$ cat src/design/lob_pkg.sv
// ----------------------------------------------------------------------------
// lob_pkg - shared types and constants of the order book engine
// field widths, event kinds, status codes and the controller/datapath links
// ----------------------------------------------------------------------------
`default_nettype none

package lob_pkg;

    localparam int KIND_W  = 2;
    localparam int ID_W    = 64;
    localparam int PRICE_W = 32;
    localparam int QTY_W   = 32;
    localparam int ST_W    = 2;

    // streaming payload widths, padded to whole bytes
    localparam int IN_W  = 200;
    localparam int OUT_W = 104;

    localparam logic [KIND_W-1:0] K_ADD     = 2'd0;
    localparam logic [KIND_W-1:0] K_CANCEL  = 2'd1;
    localparam logic [KIND_W-1:0] K_EXEC    = 2'd2;
    localparam logic [KIND_W-1:0] K_REPLACE = 2'd3;

    localparam logic [ST_W-1:0] ST_OK      = 2'd0;
    localparam logic [ST_W-1:0] ST_UNKNOWN = 2'd1;
    localparam logic [ST_W-1:0] ST_DUP     = 2'd2;
    localparam logic [ST_W-1:0] ST_FULL    = 2'd3;

    // controller to datapath
    typedef struct packed {
        logic            load;
        logic            oclr;
        logic            oscan;
        logic            lclr;
        logic            lscan;
        logic            key_ord;
        logic            drop;
        logic            ins;
        logic            out_load;
        logic [ST_W-1:0] st;
    } t_cmd;

    // datapath to controller
    typedef struct packed {
        logic              odone;
        logic              ldone;
        logic              ohit;
        logic              nhit;
        logic              ins_ok;
        logic              out_free;
        logic [KIND_W-1:0] kind;
    } t_stat;

endpackage

`default_nettype wire

$ cat src/design/lob_ctrl.sv
// ----------------------------------------------------------------------------
// lob_ctrl - order book controller
// sequences scans, updates and result hand-off for one event at a time
// ----------------------------------------------------------------------------
`default_nettype none

module lob_ctrl import lob_pkg::*; (
    input  wire logic  i_clk,
    input  wire logic  i_rst_n,
    input  wire logic  i_valid,
    output logic       o_ready,
    input  wire t_stat i_stat,
    output t_cmd       o_cmd
);

    typedef enum logic [3:0] {
        S_IDLE, S_OSCAN, S_ORD_RD, S_DSCAN, S_DLRD, S_DUPD,
        S_ISCAN, S_ILRD, S_INS, S_BEST, S_DONE
    } t_state;

    t_state          r_state, n_state;
    logic [ST_W-1:0] r_st, n_st;

    assign o_ready = (r_state == S_IDLE);

    always_comb begin
        n_state = r_state;
        n_st    = r_st;
        o_cmd   = '0;
        o_cmd.st = r_st;
        unique case (r_state)
            S_IDLE: begin
                if (i_valid) begin
                    o_cmd.load = 1'b1;
                    o_cmd.oclr = 1'b1;
                    n_st       = ST_OK;
                    n_state    = S_OSCAN;
                end
            end
            S_OSCAN: begin
                o_cmd.oscan = 1'b1;
                if (i_stat.odone) begin
                    o_cmd.lclr = 1'b1;
                    if (i_stat.kind == K_ADD) begin
                        if (i_stat.nhit) begin
                            n_st    = ST_DUP;
                            n_state = S_BEST;
                        end else begin
                            n_state = S_ISCAN;
                        end
                    end else if (!i_stat.ohit) begin
                        n_st    = ST_UNKNOWN;
                        n_state = S_BEST;
                    end else if ((i_stat.kind == K_REPLACE) && i_stat.nhit) begin
                        n_st    = ST_DUP;
                        n_state = S_BEST;
                    end else begin
                        n_state = S_ORD_RD;
                    end
                end
            end
            S_ORD_RD: begin
                o_cmd.lclr    = 1'b1;
                o_cmd.key_ord = 1'b1;
                n_state       = S_DSCAN;
            end
            S_DSCAN: begin
                o_cmd.lscan   = 1'b1;
                o_cmd.key_ord = 1'b1;
                if (i_stat.ldone) begin
                    n_state = S_DLRD;
                end
            end
            S_DLRD: begin
                n_state = S_DUPD;
            end
            S_DUPD: begin
                o_cmd.drop = 1'b1;
                o_cmd.lclr = 1'b1;
                n_state = (i_stat.kind == K_REPLACE) ? S_ISCAN : S_BEST;
            end
            S_ISCAN: begin
                o_cmd.lscan = 1'b1;
                if (i_stat.ldone) begin
                    n_state = S_ILRD;
                end
            end
            S_ILRD: begin
                n_state = S_INS;
            end
            S_INS: begin
                o_cmd.ins  = 1'b1;
                o_cmd.lclr = 1'b1;
                n_st       = i_stat.ins_ok ? ST_OK : ST_FULL;
                n_state    = S_BEST;
            end
            S_BEST: begin
                o_cmd.lscan = 1'b1;
                if (i_stat.ldone) begin
                    n_state = S_DONE;
                end
            end
            S_DONE: begin
                if (i_stat.out_free) begin
                    o_cmd.out_load = 1'b1;
                    n_state        = S_IDLE;
                end
            end
            default: n_state = S_IDLE;
        endcase
    end

    always_ff @(posedge i_clk) begin
        if (!i_rst_n) begin
            r_state <= S_IDLE;
            r_st    <= ST_OK;
        end else begin
            r_state <= n_state;
            r_st    <= n_st;
        end
    end

endmodule

`default_nettype wire

$ cat config.mk
export PLATFORM = sky130hd
export DESIGN_NAME = lob_ctrl
export DESIGN_NICKNAME = d
export VERILOG_FILES = /design/src/design/lob_pkg.sv /design/src/design/lob_ctrl.sv
export SDC_FILE = /design/constraint.sdc
export NUM_CORES = 1
export LEC_CHECK = 0
export BUFFER_PORTS_ARGS = -buffer_cell sky130_fd_sc_hd__buf_2
export CAP_MARGIN = 40
export CORE_MARGIN = 1
export CORE_UTILIZATION = 52
export DETAILED_ROUTE_END_ITERATION = 10
export GPL_ROUTABILITY_DRIVEN = 0
export GPL_TIMING_DRIVEN = 0
export PLACE_DENSITY_LB_ADDON = 0.25
export SYNTH_ARGS = -nofsm -noshare
export SYNTH_HDL_FRONTEND = slang
export SYNTH_SLANG_ARGS = --single-unit
$ cat constraint.sdc
create_clock -name i_clk -period 3.1 [get_ports i_clk]
set_clock_uncertainty 0.1 [all_clocks]
set_input_delay 0.62 -clock i_clk [delete_from_list [all_inputs] [get_ports i_clk]]
set_output_delay 0.62 -clock i_clk [all_outputs]
set_load 0.1 [all_outputs]
==> metrics, run 1 <==
Post-Synthesis Cell Area ~690 um2; EDFF count, synth 0; Max Fclk between 300 and 400 MHz; Final Hold Fails 0; port bufs 21; largest net degree at the start of global routing 11; kind of critical path reg -> out; drt first-iter violations 28; DRC viols 0; Post-CTS Hold Fix Bufs 0; DP Wirelength ~1.3 mm; Synth Area in Compound Gates 34.6%; WHS Path Cells 2; gr usage total around 27%; largest family of logic cells by synthesized area compound AO/OA/AOI/OAI gates; Top FF cell, synth dfxtp_1; final WL about 1.8 mm; initial antenna violation count 0; # diodes 0; post-synthesis mux area share between 1 and 1.5%; Slew Limit Fails 0; DR vias roughly 810; Initial Util around three fifths; reg2reg path depth 6; Synth cell types 47; IO Pins 23; CP max stage cell buf_2; CP peak stage delay 0.46 ns; crit-path most repeated cell buf_2; Die ar. between 0.001 and 0.0015 mm2; Placed Cells incl. Taps 124; P&R area growth vs syn 26.7%; Synth area leader dfxtp_1; Clock Latency Late Sink ~0.24 ns; flops & latches, synth 6; chip height about 39 um; H-tree depth 1; share of the synthesized area in the top cell type around 17%; Seq/Total Area, Yosys 17.3%; CP arrival between 2 and 2.5 ns; CP required 2.38 ns; final worst path period need approximately 2.8 ns; Synth Area in XOR/XNOR under 10%; critical-path cell list buf_2 -> buf_1 -> xnor2_1 -> o32ai_2 -> buf_2; post-CTS setup buffers 0; first-pass GRT wire length approximately 2.8 mm; clk buf depth 2; Synth area leaders dfxtp_1 (17%), nand2b_1 (4.5%), a21oi_1 (4.3%), o221a_1 (3.2%), buf_2 (2.9%); drt wl/cell ~14 um; fin cells 127; Die Wd around 39 um; Post-Synth Adder-Cell Area 0%; nets 126; Rows 12; Syn Inst Count between 80 and 90; CTS tree built; Mapped Nets 100; vias per cell 6.34; unrepaired setup endpoints after global routing no; CORE AREA around 0.0012 mm2; Post-synth top cells a21oi_1 (6), dfxtp_1 (6), inv_1 (5), nand2_1 (5), nand2b_1 (5); Inserted Clock Buffers 3; Slew @ Worst Pin 0.501 ns; final setup violation count 0; TNS Setup 0 ns; Resized Gates After CTS 0; post-synthesis async set-or-reset flop share 0%; Detailed Routing Iterations Pass 1 4; Critical Path Fanout Max 10; simple-gate portion of the synthesized area approximately 32%; status finished, final reports clean; Syn Area/Cell just under 8 um2; relative slew slack around 67%; CP startpoint kind flop; vias in the first global route 661; grt total ovfl 0; Final ANT Viol Nets 0; hold crit path type reg -> reg; Clock transition at path regs approximately 0.050 ns; crit end category primary output; layout cells sized above 1 between 30% and 40%; CTS Sinks 6; # Max-Cap Violations 0; period utilization 89.7%; clk root buf clkbuf_4; YS warnings 0
## state kept, by name (all words and copies together) (netlist names)
name	flops
r_st	2
r_state	4
## path summary, 6_finish.rpt
path              slack [ns]          to  startpoint
setup / recovery        0.32    o_cmd[7]  r_state[3]
hold / removal          0.41     r_st[1]     r_st[1]
setup reg to reg        1.10  r_state[0]  r_state[3]
hold reg to reg         0.41     r_st[1]     r_st[1]
## kinds of logic after synthesis
group           count (synthesis)
simple gates                   35
mux                             1
buf+inv                        15
xor+xnor                        3
compound gates                 29
flops                           6
## layout make-up
cell class / count / area, um2
multi-input combinational: 68 / 538
fill: 88 / 292
sequential: 6 / 120
timing repair buffer: 21 / 105
buffer: 10 / 53.8
clock buffer: 3 / 22.5
inverter: 5 / 22.5
tap: 14 / 17.5
## per-stage QoR
step	hold slack (ns)	util [%]	cell area, um2	setup WS [ns]
after floorplan	0.477	-	734	-0.0747
after global placement	0.401	73.2	857	0.696
after detailed placement	0.404	73.2	857	0.607
after CTS	0.409	75.1	880	0.338
after global routing	0.445	75.1	880	0.206
final	0.410	75.1	880	0.321
## critical path: cells and delay by family, from the launching register on
family | cells | cell delay, ns
buffers and inverters | 3 | 1.11
flip-flops | 1 | 0.33
XOR/XNOR | 1 | 0.17
AO/OA/AOI/OAI | 1 | 0.21
## cells in the final DEF, fill, tap and decap left out, types with 3 or more instances in the layout
master and instances:
a21oi_1 6, buf_2 25, clkbuf_1 3, clkbuf_4 3, dfxtp_1 6, inv_1 4
nand2_1 5, nand2b_1 5, nor2_1 4, nor3_1 3
## per-layer routing
metal	share of wire [%]	vias up	global-route usage, %
met4	0.56	0	6.03
met3	5.3	2	3.49
met5	0	-	0
li1	-	391	-
met2	48	41	48.3
met1	46	371	33.1
Power of run 1 is left out: the tool's default activity adds up to more than one toggle a clock period on the data nets, which glitch-free logic cannot reach.
==> run 2, diff against run 1 <==
--- a/config.mk
+++ b/config.mk
@@ -7,8 +7,9 @@
 export LEC_CHECK = 0
 export BUFFER_PORTS_ARGS = -buffer_cell sky130_fd_sc_hd__buf_2
 export CAP_MARGIN = 40
+export CORE_ASPECT_RATIO = 0.9
 export CORE_MARGIN = 1
-export CORE_UTILIZATION = 52
+export CORE_UTILIZATION = 40
 export DETAILED_ROUTE_END_ITERATION = 10
 export GPL_ROUTABILITY_DRIVEN = 0
 export GPL_TIMING_DRIVEN = 0
==> metrics, run 2 (synthesis gave the netlist of run 1 again) <==
status finished, final reports clean; Final ANT Viol Nets 0; nets 126; Resized Gates After CTS 0; hold crit path type reg -> reg; r2r endpoint r_state[0]; CP startpoint kind flop; largest net degree at the start of global routing 11; Initial Util between 40% and 50%; Hold Crit Start r_st[1]; CP required between 2 and 2.5 ns; post-CTS setup buffers 0; kind of critical path reg -> out; largest register by flop count r_state; crit end category primary output; final setup violation count 0; Hold EP r_st[1]; WHS Path Cells 2; Post-CTS Hold Fix Bufs 0; H-tree depth 1; Clock transition at path regs roughly 0.04 ns; CORE AREA roughly 0.0015 mm2; TNS Setup 0 ns; R2R Path Start r_state[3]; final worst path period need 2.71 ns; Max Fclk approximately 370 MHz; chip height between 40 and 50 um; Slew Limit Fails 0; first-pass GRT wire length approximately 2.8 mm; IO Pins 23; P&R area growth vs syn 28.1%; relative slew slack around two thirds; most frequent cells in the layout buf_2 (25), a21oi_1 (6), dfxtp_1 (6); period utilization slightly below 90%; drt wl/cell 12.7 um; grt total ovfl 0; Critical Path Fanout Max 10; clk root buf clkbuf_4; # Max-Cap Violations 0; biggest registers after layout r_state (4), r_st (2); layout cells sized above 1 between 30% and 40%; Inserted Clock Buffers 3; Clock Latency Late Sink between 0.2 and 0.25 ns; Detailed Routing Iterations Pass 1 4; fin cells 135; clk buf depth 2; drt first-iter violations 17; R2R setup slack 1.18 ns; most common cell after layout, fill and taps aside buf_2; vias in the first global route between 600 and 700; gr usage total 19.3%; CTS Sinks 6; Die ar. 0.00191 mm2; Rows 13; Placed Cells incl. Taps around 130; Slew @ Worst Pin 0.488 ns; Die Wd roughly 46 um; DR vias 760; max FFs per register 4; initial antenna violation count 0; CP arrival 1.99 ns; unrepaired setup endpoints after global routing no; CTS tree built; pre-CTS setup slack 0.659 ns; reg2reg path depth 6; port bufs 21; Fin Hold WS 0.419 ns; final WL ~1.7 mm; vias per cell roughly 5.6; Final Hold Fails 0; # diodes 0; DP Wirelength 1.33 mm; Final WS setup approximately 0.39 ns; DRC viols 0
==> run 2: worst max-delay path by stage <==
| stage | from | endpoint | slack (ns) | cells after the start |
|---|---|---|---|---|
| floorplan | r_state[1] | o_cmd[2] | -0.07 | 3 |
| global placement | r_state[3] | o_cmd[7] | 0.68 | 5 |
| detailed placement | r_state[3] | o_cmd[7] | 0.66 | 5 |
| CTS | r_state[3] | o_cmd[7] | 0.38 | 5 |
| global route | r_state[3] | o_cmd[7] | 0.26 | 5 |
| finish | r_state[3] | o_cmd[7] | 0.39 | 5 |
==> run 2: final cells by class <==
class	count	area [um2]
plain buffers	10	53.8
clock buffers	3	22.5
fillers	162	639
inverters	5	22.5
multi-input cells	68	538
flip-flops and latches	6	120
well taps	22	27.5
repair buffers	21	105
==> run 2: metrics by stage <==
stage          utilization [%]  area [um2]
2_1_floorplan                -         734
3_3_place_gp              56.7         867
3_5_place_dp              56.7         867
4_1_cts                   58.2         890
5_1_grt                   58.2         890
6_report                  58.2         890
==> run 2: metal layers <==
metal	up-vias	share of wire, %	GRT usage [%]	wire length (um)
met1	336	49	25.1	834
met2	32	44	31.8	748
met5	-	0	0	0
met3	0	7.5	5.65	129
met4	0	0	1.76	0
li1	392	-	-	-
==> run 2: worst max-delay path, cell delays in order, from the launching register on <==
cell	delay, ns
dfxtp_1	0.32
buf_2	0.22
buf_1	0.40
xnor2_1	0.14
o32ai_2	0.20
buf_2	0.46
Power of run 2 is left out for the same reason.
